===== src/rtl/m12u_pkg.sv =====
// ----------------------------------------------------------------------------
// m12u_pkg
// Types and constants shared by the Mono12Packed frame unpacker modules.
// ----------------------------------------------------------------------------
package m12u_pkg;

  localparam int unsigned PosW   = 25;
  localparam int unsigned LenW   = 24;
  localparam int unsigned DimW   = 13;
  localparam int unsigned StrW   = 16;
  localparam int unsigned PairW  = 15;
  localparam int unsigned PixW   = 12;
  localparam int unsigned FrameW = 16;
  localparam int unsigned StatW  = 2;
  localparam int unsigned AddrW  = 4;
  localparam int unsigned DataW  = 32;
  localparam int unsigned TdataW = 72;

  // Register indexes, taken from paddr[3:2].
  localparam logic [1:0] RegFrameLength = 2'd0;
  localparam logic [1:0] RegImageWidth  = 2'd1;
  localparam logic [1:0] RegImageHeight = 2'd2;
  localparam logic [1:0] RegRowStride   = 2'd3;

  // Status codes.
  localparam logic [StatW-1:0] StatusOk       = 2'd0;
  localparam logic [StatW-1:0] StatusBadFrame = 2'd1;
  localparam logic [StatW-1:0] StatusBadTick  = 2'd2;

  // Result kinds.
  localparam logic KindPixel  = 1'b0;
  localparam logic KindStatus = 1'b1;

  // Block layout.
  localparam logic [31:0]     FrameId    = 32'd0;
  localparam logic [31:0]     TickId     = 32'd1;
  localparam logic [31:0]     TickLength = 32'd12;
  localparam logic [PosW-1:0] PosIdEnd   = 25'd3;
  localparam logic [PosW-1:0] PosLenEnd  = 25'd7;
  localparam logic [PosW-1:0] PosPixel   = 25'd8;
  localparam logic [3:0]      NibbleMask = 4'hF;

  // Offsets from L of the tail positions.
  localparam logic [PosW-1:0] OffPixEnd  = 25'd4;
  localparam logic [PosW-1:0] OffTickId  = 25'd7;
  localparam logic [PosW-1:0] OffTickLen = 25'd11;
  localparam logic [PosW-1:0] OffFinal   = 25'd19;

  // Byte phases within a 3-byte group.
  localparam logic [1:0] PhaseB0 = 2'd0;
  localparam logic [1:0] PhaseB1 = 2'd1;
  localparam logic [1:0] PhaseB2 = 2'd2;

  // Reset values of the registers.
  localparam logic [LenW-1:0] RstFrameLength = 24'd8;
  localparam logic [DimW-1:0] RstImageWidth  = 13'd2;
  localparam logic [DimW-1:0] RstImageHeight = 13'd1;
  localparam logic [StrW-1:0] RstRowStride   = 16'd3;

  typedef struct packed {
    logic [LenW-1:0]  frame_length;
    logic [DimW-1:0]  image_width;
    logic [DimW-1:0]  image_height;
    logic [StrW-1:0]  row_stride;
    logic [PosW-1:0]  pos_pix_end;
    logic [PosW-1:0]  pos_tick_id;
    logic [PosW-1:0]  pos_tick_len;
    logic [PosW-1:0]  pos_final;
    logic [DimW-1:0]  pairs_per_row;
  } cfg_t;

  typedef struct packed {
    logic              kind;
    logic [PixW-1:0]   pixel_even;
    logic [PixW-1:0]   pixel_odd;
    logic [PixW-1:0]   pixel_row;
    logic [PixW-1:0]   pixel_column;
    logic [FrameW-1:0] frame_index;
    logic [StatW-1:0]  status;
    logic              last;
  } result_t;

  function automatic logic [PosW-1:0] add_len(input logic [LenW-1:0] len,
                                              input logic [PosW-1:0] off);
    add_len = {1'b0, len} + off;
  endfunction

  function automatic logic [DimW-1:0] pairs_of(input logic [DimW-1:0] width);
    logic [DimW:0] sum;
    sum = {1'b0, width} + {{DimW{1'b0}}, 1'b1};
    pairs_of = sum[DimW:1];
  endfunction

endpackage


===== src/rtl/m12u_cfg.sv =====
// ----------------------------------------------------------------------------
// m12u_cfg
// APB register file with the tail positions derived at write time.
// ----------------------------------------------------------------------------
module m12u_cfg import m12u_pkg::*; (
  input  logic             clk_i,
  input  logic             rst_ni,
  input  logic             psel,
  input  logic             penable,
  input  logic             pwrite,
  input  logic [AddrW-1:0] paddr,
  input  logic [DataW-1:0] pwdata,
  output logic [DataW-1:0] prdata,
  output logic             pready,
  output cfg_t             cfg_o
);

  cfg_t cfg_q;
  logic wr_en;
  logic [1:0] reg_idx;

  assign pready  = 1'b1;
  assign wr_en   = psel && penable && pwrite;
  assign reg_idx = paddr[AddrW-1:2];
  assign cfg_o   = cfg_q;

  always_ff @(posedge clk_i or negedge rst_ni) begin
    if (!rst_ni) begin
      cfg_q.frame_length  <= RstFrameLength;
      cfg_q.image_width   <= RstImageWidth;
      cfg_q.image_height  <= RstImageHeight;
      cfg_q.row_stride    <= RstRowStride;
      cfg_q.pos_pix_end   <= add_len(RstFrameLength, OffPixEnd);
      cfg_q.pos_tick_id   <= add_len(RstFrameLength, OffTickId);
      cfg_q.pos_tick_len  <= add_len(RstFrameLength, OffTickLen);
      cfg_q.pos_final     <= add_len(RstFrameLength, OffFinal);
      cfg_q.pairs_per_row <= pairs_of(RstImageWidth);
    end else if (wr_en) begin
      case (reg_idx)
        RegFrameLength: begin
          cfg_q.frame_length <= pwdata[LenW-1:0];
          cfg_q.pos_pix_end  <= add_len(pwdata[LenW-1:0], OffPixEnd);
          cfg_q.pos_tick_id  <= add_len(pwdata[LenW-1:0], OffTickId);
          cfg_q.pos_tick_len <= add_len(pwdata[LenW-1:0], OffTickLen);
          cfg_q.pos_final    <= add_len(pwdata[LenW-1:0], OffFinal);
        end
        RegImageWidth: begin
          cfg_q.image_width   <= pwdata[DimW-1:0];
          cfg_q.pairs_per_row <= pairs_of(pwdata[DimW-1:0]);
        end
        RegImageHeight: begin
          cfg_q.image_height <= pwdata[DimW-1:0];
        end
        RegRowStride: begin
          cfg_q.row_stride <= pwdata[StrW-1:0];
        end
        default: begin
        end
      endcase
    end
  end

  always_comb begin
    case (reg_idx)
      RegFrameLength: prdata = {{(DataW-LenW){1'b0}}, cfg_q.frame_length};
      RegImageWidth:  prdata = {{(DataW-DimW){1'b0}}, cfg_q.image_width};
      RegImageHeight: prdata = {{(DataW-DimW){1'b0}}, cfg_q.image_height};
      RegRowStride:   prdata = {{(DataW-StrW){1'b0}}, cfg_q.row_stride};
      default:        prdata = '0;
    endcase
  end

endmodule


===== src/rtl/m12u_parse.sv =====
// ----------------------------------------------------------------------------
// m12u_parse
// Block parser: position and row state plus the single-pass result logic.
// ----------------------------------------------------------------------------
module m12u_parse import m12u_pkg::*; (
  input  logic       clk_i,
  input  logic       rst_ni,
  input  cfg_t       cfg_i,
  input  logic       step_i,
  input  logic [7:0] byte_i,
  output logic       res_valid_o,
  output result_t    res_o
);

  logic [PosW-1:0]   pos_q, pos_d;
  logic [31:0]       hdr_q, hdr_d;
  logic [DimW-1:0]   row_q, row_d;
  logic [StrW-1:0]   bir_q, bir_d;
  logic [1:0]        phase_q, phase_d;
  logic [PairW-1:0]  pair_q, pair_d;
  logic [7:0]        held0_q, held0_d;
  logic [7:0]        held1_q, held1_d;
  logic [StatW-1:0]  err_q, err_d;
  logic [FrameW-1:0] fc_q, fc_d;

  always_comb begin
    logic          in_pix;
    logic          active;
    logic          tick_bad;
    logic [StrW:0] bir_inc;

    hdr_d   = {byte_i, hdr_q[31:8]};
    pos_d   = pos_q;
    row_d   = row_q;
    bir_d   = bir_q;
    phase_d = phase_q;
    pair_d  = pair_q;
    held0_d = held0_q;
    held1_d = held1_q;
    err_d   = err_q;
    fc_d    = fc_q;
    res_valid_o = 1'b0;
    res_o       = '0;

    // Header checks; the frame check always wins over the tick check.
    if (pos_q == PosIdEnd && hdr_d != FrameId) err_d = StatusBadFrame;
    if (pos_q == PosLenEnd && hdr_d != {8'd0, cfg_i.frame_length}) err_d = StatusBadFrame;
    tick_bad = (pos_q == cfg_i.pos_tick_id && hdr_d != TickId) ||
               (pos_q == cfg_i.pos_tick_len && hdr_d != TickLength);
    if (tick_bad && err_d == StatusOk) err_d = StatusBadTick;

    in_pix  = (pos_q >= PosPixel) && (pos_q < cfg_i.pos_pix_end);
    active  = (row_q < cfg_i.image_height) &&
              (pair_q < {{(PairW-DimW){1'b0}}, cfg_i.pairs_per_row}) &&
              (bir_q < cfg_i.row_stride);
    bir_inc = {1'b0, bir_q} + {{StrW{1'b0}}, 1'b1};

    if (in_pix) begin
      if (active) begin
        case (phase_q)
          PhaseB0: held0_d = byte_i;
          PhaseB1: held1_d = byte_i;
          default: begin
            if (err_d != StatusBadFrame) begin
              res_valid_o        = 1'b1;
              res_o.kind         = KindPixel;
              res_o.pixel_even   = {held0_q, held1_q[3:0] & NibbleMask};
              res_o.pixel_odd    = {byte_i, held1_q[7:4]};
              res_o.pixel_row    = row_q[PixW-1:0];
              res_o.pixel_column = {pair_q[PixW-2:0], 1'b0};
              res_o.frame_index  = fc_q;
            end
          end
        endcase
      end
      if (bir_inc >= {1'b0, cfg_i.row_stride}) begin
        bir_d   = '0;
        phase_d = PhaseB0;
        pair_d  = '0;
        if (row_q < cfg_i.image_height) row_d = row_q + 1'b1;
      end else begin
        bir_d = bir_inc[StrW-1:0];
        if (phase_q == PhaseB2) begin
          phase_d = PhaseB0;
          pair_d  = pair_q + 1'b1;
        end else begin
          phase_d = phase_q + 1'b1;
        end
      end
    end

    if (pos_q >= cfg_i.pos_final) begin
      res_valid_o       = 1'b1;
      res_o             = '0;
      res_o.kind        = KindStatus;
      res_o.frame_index = fc_q;
      res_o.status      = err_d;
      res_o.last        = 1'b1;
      fc_d    = fc_q + 1'b1;
      pos_d   = '0;
      row_d   = '0;
      bir_d   = '0;
      phase_d = PhaseB0;
      pair_d  = '0;
      err_d   = StatusOk;
    end else begin
      pos_d = pos_q + 1'b1;
    end
  end

  always_ff @(posedge clk_i or negedge rst_ni) begin
    if (!rst_ni) begin
      pos_q   <= '0;
      hdr_q   <= '0;
      row_q   <= '0;
      bir_q   <= '0;
      phase_q <= PhaseB0;
      pair_q  <= '0;
      held0_q <= '0;
      held1_q <= '0;
      err_q   <= StatusOk;
      fc_q    <= '0;
    end else if (step_i) begin
      pos_q   <= pos_d;
      hdr_q   <= hdr_d;
      row_q   <= row_d;
      bir_q   <= bir_d;
      phase_q <= phase_d;
      pair_q  <= pair_d;
      held0_q <= held0_d;
      held1_q <= held1_d;
      err_q   <= err_d;
      fc_q    <= fc_d;
    end
  end

endmodule


===== src/rtl/mono12_packed_frame_unpacker.sv =====
// ----------------------------------------------------------------------------
// mono12_packed_frame_unpacker
// Parses frame-plus-tick blocks byte by byte and unpacks Mono12Packed pairs.
// ----------------------------------------------------------------------------
// Channel   Dir  Width  Contents
// s_axis    in   8      one stream byte per beat
// m_axis    out  72+1   pixel pair or end-of-block status, tuser = kind
// apb       in   4/32   frame_length, image_width, image_height, row_stride
//
// One byte per cycle while the result register is not stalled: a beat waits in
// the input register, is parsed in a single pass and any result lands in the
// result register, which drives the output.
// Reset clears all parser state and loads the register defaults.
// A stalled result register stalls the parser and, through it, the input.
// ----------------------------------------------------------------------------
module mono12_packed_frame_unpacker import m12u_pkg::*; (
  input  logic              clk_i,
  input  logic              rst_ni,
  input  logic              s_axis_tvalid,
  output logic              s_axis_tready,
  input  logic [7:0]        s_axis_tdata,   // [7:0] stream_byte
  output logic              m_axis_tvalid,
  input  logic              m_axis_tready,
  // [11:0] pixel_even, [23:12] pixel_odd, [35:24] pixel_row,
  // [47:36] pixel_column, [63:48] frame_index, [65:64] status, rest zero
  output logic [TdataW-1:0] m_axis_tdata,
  output logic              m_axis_tuser,   // [0] kind
  output logic              m_axis_tlast,
  input  logic              psel,
  input  logic              penable,
  input  logic              pwrite,
  input  logic [AddrW-1:0]  paddr,
  input  logic [DataW-1:0]  pwdata,
  output logic [DataW-1:0]  prdata,
  output logic              pready
);

  cfg_t    cfg;
  logic    in_valid_q;
  logic [7:0] in_byte_q;
  logic    step;
  logic    res_valid;
  result_t res;
  logic    out_valid_q;
  result_t out_q;

  m12u_cfg u_cfg (
    .clk_i   (clk_i),
    .rst_ni  (rst_ni),
    .psel    (psel),
    .penable (penable),
    .pwrite  (pwrite),
    .paddr   (paddr),
    .pwdata  (pwdata),
    .prdata  (prdata),
    .pready  (pready),
    .cfg_o   (cfg)
  );

  // The parser steps whenever a byte is held and the result register is free or being emptied.
  assign step          = in_valid_q && (!out_valid_q || m_axis_tready);
  assign s_axis_tready = !in_valid_q || step;

  m12u_parse u_parse (
    .clk_i       (clk_i),
    .rst_ni      (rst_ni),
    .cfg_i       (cfg),
    .step_i      (step),
    .byte_i      (in_byte_q),
    .res_valid_o (res_valid),
    .res_o       (res)
  );

  always_ff @(posedge clk_i or negedge rst_ni) begin
    if (!rst_ni) begin
      in_valid_q <= 1'b0;
    end else if (s_axis_tvalid && s_axis_tready) begin
      in_valid_q <= 1'b1;
    end else if (step) begin
      in_valid_q <= 1'b0;
    end
  end

  always_ff @(posedge clk_i) begin
    if (s_axis_tvalid && s_axis_tready) begin
      in_byte_q <= s_axis_tdata;
    end
  end

  always_ff @(posedge clk_i or negedge rst_ni) begin
    if (!rst_ni) begin
      out_valid_q <= 1'b0;
    end else if (step) begin
      out_valid_q <= res_valid;
    end else if (m_axis_tready) begin
      out_valid_q <= 1'b0;
    end
  end

  always_ff @(posedge clk_i) begin
    if (step && res_valid) begin
      out_q <= res;
    end
  end

  assign m_axis_tvalid = out_valid_q;
  assign m_axis_tuser  = out_q.kind;
  assign m_axis_tlast  = out_q.last;
  assign m_axis_tdata  = {6'd0, out_q.status, out_q.frame_index, out_q.pixel_column,
                          out_q.pixel_row, out_q.pixel_odd, out_q.pixel_even};

endmodule


===== config.mk =====
export PLATFORM = sky130hd
export DESIGN_NAME = mono12_packed_frame_unpacker
export DESIGN_NICKNAME = d
export VERILOG_FILES = /design/src/rtl/m12u_pkg.sv /design/src/rtl/m12u_cfg.sv /design/src/rtl/m12u_parse.sv /design/src/rtl/mono12_packed_frame_unpacker.sv
export SDC_FILE = /design/constraint.sdc
export NUM_CORES = 1
export LEC_CHECK = 0
export BUFFER_PORTS_ARGS = -buffer_cell sky130_fd_sc_hd__buf_2
export CORE_MARGIN = 5
export CORE_UTILIZATION = 50
export CTS_BUF_LIST = sky130_fd_sc_hd__clkbuf_4 sky130_fd_sc_hd__clkbuf_8
export DETAILED_ROUTE_END_ITERATION = 16
export GPL_TIMING_DRIVEN = 1
export PLACE_DENSITY_LB_ADDON = 0.25
export SKIP_CTS_REPAIR_TIMING = 1
export SYNTH_ARGS = -nofsm -noshare
export SYNTH_HDL_FRONTEND = slang
export SYNTH_HIERARCHICAL = 1
export SYNTH_SLANG_ARGS = --single-unit
export TNS_END_PERCENT = 10

===== constraint.sdc =====
create_clock -name clk_i -period 12.98 [get_ports clk_i]
set_input_delay 2.596 -clock clk_i [delete_from_list [all_inputs] [get_ports clk_i]]
set_output_delay 2.596 -clock clk_i [all_outputs]
set_load 0.01 [all_outputs]

==> results of run 1 <==
[layer usage]
layer  up-vias  part of all wire  wire (um)
met5         -                 0          0
met4         0             0.031       1869
met3       118             0.079       4830
met2       670              0.44      27210
met1      8202              0.45      27250
li1       7683                 -          -
[how the worst max path moves through the flow]
stage                        start    endpoint  slack [ps]  cells past startpoint
after global routing      paddr[2]  prdata[15]        6380                      5
after global placement    paddr[2]   prdata[5]        6510                      3
final                     paddr[2]  prdata[15]        6480                      5
after CTS                 paddr[2]  prdata[15]        6480                      5
after detailed placement  paddr[2]  prdata[15]        6490                      5
after floorplan           paddr[2]   prdata[0]        6470                      3
[flip-flops by register name, summed over array words and instances, names as in the netlist, 13 cells and up]
name and flops:
m_axis_tdata 66, u_cfg/cfg_o 172, u_parse/bir_q 16, u_parse/fc_q 16
u_parse/hdr_q 24, u_parse/pair_q 15, u_parse/pos_q 25, u_parse/row_q 13
[area by class of cell]
type | instances | area, um2 | share of cell area
multi-input combinational | 1501 | 10530 | 0.4415
sequential | 379 | 9883 | 0.4143
clock buffer | 91 | 1184 | 0.04962
timing repair buffer | 151 | 808.3 | 0.03388
tap | 546 | 683.2 | 0.02864
inverter | 117 | 439.2 | 0.01841
clock inverter | 35 | 325.3 | 0.01364
[worst register-to-register path, cell delays in order, from the launching register on]
cell and delay, ps:
dfrtp_1 460, ha_1 300, nand3_2 150, inv_1 130, and3_1 190, nand3_1 200
nor2_1 190, xor2_1 220, ha_1 290, a21oi_1 140, o21ai_0 120, nor3_1 140
a211oi_1 140, nor4b_4 220, buf_4 300, nand4_1 780, nand2b_1 510, o21ai_0 220
[layout by cell type, fill, tap and decap left out, types with 26 or more instances in the layout]
master,instances
a21oi_1,62
and3_1,31
nand3_1,73
xnor2_1,114
buf_2,133
nand4_1,65
nor2_1,97
dfrtp_1,288
o211ai_1,26
and2_1,79
nand2_1,224
mux2_2,63
xor2_1,70
clkbuf_8,80
inv_1,116
nor4_1,28
ha_1,118
edfxtp_1,76
nor3_1,29
o21ai_0,141
[power groups by stage]
stage / clock [mW] / combinational (mW) / sequential (mW)
after floorplan: 0 / 0.684 / 1.55
after global placement: 0 / 0.844 / 1.65
after detailed placement: 0 / 0.878 / 1.66
after CTS: 1.28 / 0.887 / 1.64
after global routing: 1.33 / 1.00 / 1.66
final: 1.25 / 0.895 / 1.64
[cell families after synthesis]
kind of cell / after synthesis / share of synthesized area
mux: 96 / 0.05966
buf+inv: 270 / 0.05466
fa+ha+maj: 118 / 0.06868
xor+xnor: 184 / 0.07497
flops: 379 / 0.4598
compound gates: 351 / 0.1030
simple gates: 736 / 0.1786
other cells: 4 / 0.0006983
==> impl_metrics.tcl, run 1 <==
set metrics [dict create \
    r2r_slack_ps 8190 \
    gp_congestion 0.9573 \
    start_kind "primary input" \
    nNetsFinal 2387 \
    crit_buf_inv 3 \
    fmax_mhz 154.0 \
    grt_max_degree 109 \
    ys.flop_type "dfrtp_1" \
    p_int_mw 2.499 \
    core-area_mm2 0.04279 \
    yosys-top-cells-count "dfrtp_1, nand2_1, o21ai_0" \
    layout_min_cycle_time_ps 6495 \
    ys_ff_latch 379 \
    place_ws_ps 6486 \
    fin_cells 2820 \
    cts_buffer_depth 3 \
    rows 76 \
    max_cap_violations 0 \
    timing.final.crit_share 0.5004 \
    cts_tree "done" \
    cpPeakStageDelay_ps 450 \
    syn_area_mm2 0.02150 \
    root_buffer "clkbuf_8" \
    clk_pin_slew_ps 60 \
    yosysTopAreaCell "dfrtp_1" \
    busiest_layer "met2" \
    wire_per_inst_um 21.69 \
    synth_area_per_cell_um2 10.05 \
    slew_violations 0 \
    crit_family "buffers and inverters" \
    switching_share 0.3393 \
    antenna_found_initial 0 \
    worstSetupEndpointType "output pin" \
    crit_slowest_cell "buf_2" \
    reg2reg_depth 17 \
    worst_r2r_startpoint "u_parse/bir_q[0]" \
    comb_power_share 0.237 \
    met1_usage 0.3680 \
    ys_top_cells_by_area "dfrtp_1, edfxtp_1, ha_1" \
    critPathKind "primary input to output pin" \
    drcViolationCount 0 \
    ys_warn_count 6 \
    cts_max_level 3 \
    holdPathStages 1 \
    seq_area_frac_synth 0.4598 \
    final_core_util 0.5575 \
    diodes 0 \
    grt_pass1_wl_um 94610 \
    ant_nets 0 \
    finalInstanceArea_mm2 0.02385 \
    post_dp_cell_area_mm2 0.02235 \
    r2r-end "u_parse/pair_q[13]" \
    clk_latency_ps 650 \
    dr.pass1.iters 5 \
    routed_via_density 5.912 \
    setup_viol 0 \
    use_met2 0.3842 \
    drt-total-wl_um 61160 \
    die_h_um 217.3 \
    power_density_mw_per_mm2 158.6 \
    die_width_um 217.3 \
    hpwl_um 42770 \
    io_pins 160 \
    overflow 0 \
    p_leak_nw 10.68 \
    yosysMostFrequentCell "dfrtp_1" \
    synth_edf_count 76 \
    slew_headroom 0.2139 \
    num_vias 16670 \
    finalSetupTns_ps 0 \
    hold_end "u_parse/fc_q[15]" \
    yosysTopAreaCellShare 0.3353 \
    place_inst 2694 \
    cp_max_fo 19 \
    fill_cells 3737 \
    grt_pass1_vias 16310 \
    numCtsBuffers 68 \
    path_common_cell "buf_2" \
    finClkSkew_ps 39.95 \
    tightest_slew_ps 1170 \
    numPortBuffers 134 \
    drt-initial-drc-count 1606 \
    power_mw 3.782 \
    die_area_mm2 0.04724 \
    cp_cell_sequence "buf_2 > nor2_1 > buf_4 > a22o_1 > buf_2" \
    grt_use_total 0.2550 \
    async_flop_share 0.7995 \
    worstPathArrival_ps 3900 \
    p_seq_frac 0.434 \
    grt_util_met3 0.05244 \
    p_clk_frac 0.330 \
    area_delta_synth_final_pct 10.97 \
    hold_class "flip-flop to flip-flop" \
    hold_slack_ps 470.6 \
    floorplan.initialDensity 0.5023 \
    worst_slack_ps 6485 \
    syn_inst 2138 \
    cp.required_ps 10380 \
    rsz0062_at_grt "no" \
    drive_above_1_share 0.1790 \
    cts_sinks 379 \
    p_switching_mw 1.283 \
    hold_viol 0 \
    status "completed" \
    vdd_drop_max_mv 0.1015 \
    synth.distinct_cells 84 \
    worstHoldStart "u_parse/fc_q[15]" \
]
No activity file was read; power rests on OpenSTA's default activity.
==> inputs of run 2 (changes only) <==
--- a/config.mk
+++ b/config.mk
@@ -5,6 +5,7 @@
 export SDC_FILE = /design/constraint.sdc
 export NUM_CORES = 1
 export LEC_CHECK = 0
+export ABC_AREA = 1
 export BUFFER_PORTS_ARGS = -buffer_cell sky130_fd_sc_hd__buf_2
 export CORE_MARGIN = 5
 export CORE_UTILIZATION = 50
==> constraint.sdc (replaced) <==
create_clock -name clk_i -period 5.9 [get_ports clk_i]
set_input_delay 1.18 -clock clk_i [delete_from_list [all_inputs] [get_ports clk_i]]
set_output_delay 1.18 -clock clk_i [all_outputs]
set_load 0.01 [all_outputs]
==> run 2 against run 1 <==
Net effect:
- global-route usage is 0.79 points higher
- synthesized area is 4.5% higher
- synthesized cell count is 31% higher
- die area is 4.3% higher
- sequential power is 130% higher
- total power is 150% higher
- sequential cell count stayed put
- critical path depth is 7 higher
- combinational power grew to 3.2 times the previous value
- clock skew is 12 ps lower
- critical endpoint is now m_axis_tdata[42]
- highest routed layer is now met5
==> impl_metrics.tcl, run 2 <==
set metrics [dict create \
    wire_per_inst_um 18.60 \
    num_vias 19380 \
    overflow 0 \
    hpwl_um 49330 \
    endpoint "m_axis_tdata[42]" \
    die_width_um 222.0 \
    power_mw 9.302 \
    floorplan.initialDensity 0.5070 \
    r2r-end "m_axis_tdata[42]" \
    root_buffer "clkbuf_8" \
    slew_violations 0 \
    hold_viol 0 \
    ys_warn_count 6 \
    synth_area_per_cell_um2 8.050 \
    cts_max_level 3 \
    crit_family "simple AND/OR/NAND/NOR gates" \
    critPathKind "flip-flop to flip-flop" \
    cts_buffer_depth 3 \
    ant_nets 0 \
    grt_use_total 0.2629 \
    cp_max_fo 34 \
    cp.required_ps 6240 \
    drive_above_1_share 0.1351 \
    crit_buf_inv 2 \
    yosysTopAreaCellShare 0.3208 \
    start_kind "flip-flop" \
    synth_edf_count 76 \
    grt_pass1_vias 18280 \
    hold_class "primary input to async pin" \
    reg2reg_depth 12 \
    rows 77 \
    p_leak_nw 12.30 \
    ys_top_cells_by_area "dfrtp_1, nand2_1, edfxtp_1" \
    clk_pin_slew_ps 60 \
    power_density_mw_per_mm2 374.3 \
    seq_area_frac_synth 0.4399 \
    grt_max_degree 128 \
    final_cell_mix "nand2_1, inv_1, dfrtp_1" \
    synth.distinct_cells 55 \
    drcViolationCount 0 \
    syn_area_mm2 0.02247 \
    async_flop_share 0.7995 \
    numCtsBuffers 68 \
    drt-total-wl_um 66080 \
    ys.flop_type "dfrtp_1" \
    die_area_mm2 0.04928 \
    largest_register_ffs 172 \
    grt_pass1_wl_um 103100 \
    worstSetupEndpointType "flip-flop" \
    worstPathArrival_ps 4320 \
    crit_slowest_cell "nor2_4" \
    r2r_slack_ps 1920 \
    cts_tree "done" \
    nNetsFinal 3077 \
    status "completed" \
    worst_r2r_startpoint "u_parse/pos_q[12]" \
    setup_viol 0 \
    final_common_cell "nand2_1" \
    routed_via_density 5.454 \
    vdd_drop_max_mv 0.2034 \
    clk_latency_ps 660 \
    cts_sinks 379 \
    drt-initial-drc-count 1578 \
    rsz0062_at_grt "no" \
    numPortBuffers 134 \
    layout_min_cycle_time_ps 3978 \
    gp_congestion 0.9395 \
    yosysTopAreaCell "dfrtp_1" \
    syn_inst 2791 \
    die_h_um 222.0 \
    core-area_mm2 0.04432 \
    max_cap_violations 0 \
    cpPeakStageDelay_ps 680 \
    io_pins 160 \
    area_delta_synth_final_pct 10.62 \
    ys_ff_latch 379 \
    timing.final.crit_share 0.6743 \
    critPathLaunch "u_parse/pos_q[12]" \
    yosysMostFrequentCell "nand2_1" \
    finalSetupTns_ps 0 \
    dr.pass1.iters 6 \
    diodes 0 \
    finClkSkew_ps 27.60 \
    cp_cell_sequence "ha_1 > a21o_1 > o21ai_1 > nand2_1 > a21oi_1 > nand3_1 > nor2_4 > nand3_4 > nand2_1 > inv_1 > nor2_4 > buf_4" \
    tightest_slew_ps 1116 \
    yosys-top-cells-count "nand2_1, inv_1, dfrtp_1" \
    fmax_mhz 251.4 \
    slew_headroom 0.2552 \
    antenna_found_initial 1 \
    cp_num_cells 12 \
]
## run 2: per-stage QoR
step                      std cells  setup WS, ps  utilization  instance area [um2]  hold slack (ps)
after floorplan                2803         640.9            -                22510            441.6
after detailed placement       3430          1928       0.5276                23380            456.2
after global routing           3553          1713       0.5608                24850            458.1
after global placement         3430          1997       0.5276                23380            455.3
after CTS                      3553          1983       0.5608                24850            445.4
final                          3553          1922       0.5608                24850            455.7
## run 2: cell families after synthesis
family | share of synthesized area
xor+xnor | 0.04834
simple gates | 0.2748
fa+ha+maj | 0.06571
other cells | 0.0006681
compound gates | 0.08175
flops | 0.4399
buf+inv | 0.08888
## run 2: layout make-up
class                   count  area [um2]
inverters                 351        1318
fillers                  4119       19460
clock buffers             106        1340
flip-flops and latches    379        9883
repair buffers            147       790.8
multi-input cells        1961       10650
clock inverters            17       133.9
well taps                 592       740.7
## run 2: worst min path at each step
stage                     slack, ps  depth (start not counted)          endpoint
final                           460                          1  u_cfg/cfg_o[165]
after global placement          460                          2    u_cfg/cfg_o[0]
after global routing            460                          1   u_cfg/cfg_o[73]
after CTS                       450                          1   u_cfg/cfg_o[12]
after floorplan                 440                          1   u_parse/fc_q[2]
after detailed placement        460                          2    u_cfg/cfg_o[0]
## run 2: layer usage
metal	vias up	part of all wire	wire length [um]	GRT usage
li1	9231	-	-	-
met3	164	0.072	4773	0.04793
met5	-	0.00030	20	0
met4	2	0.050	3302	0.1203
met2	756	0.45	29650	0.4092
met1	9224	0.43	28330	0.3597
## run 2: power breakdown
part | total (mW) | internal (mW) | switching, mW | leakage, nW
Combinational | 2.84 | 0.937 | 1.90 | 7.01
Clock | 2.65 | 1.50 | 1.15 | 0.784
Sequential | 3.81 | 3.32 | 0.498 | 4.50
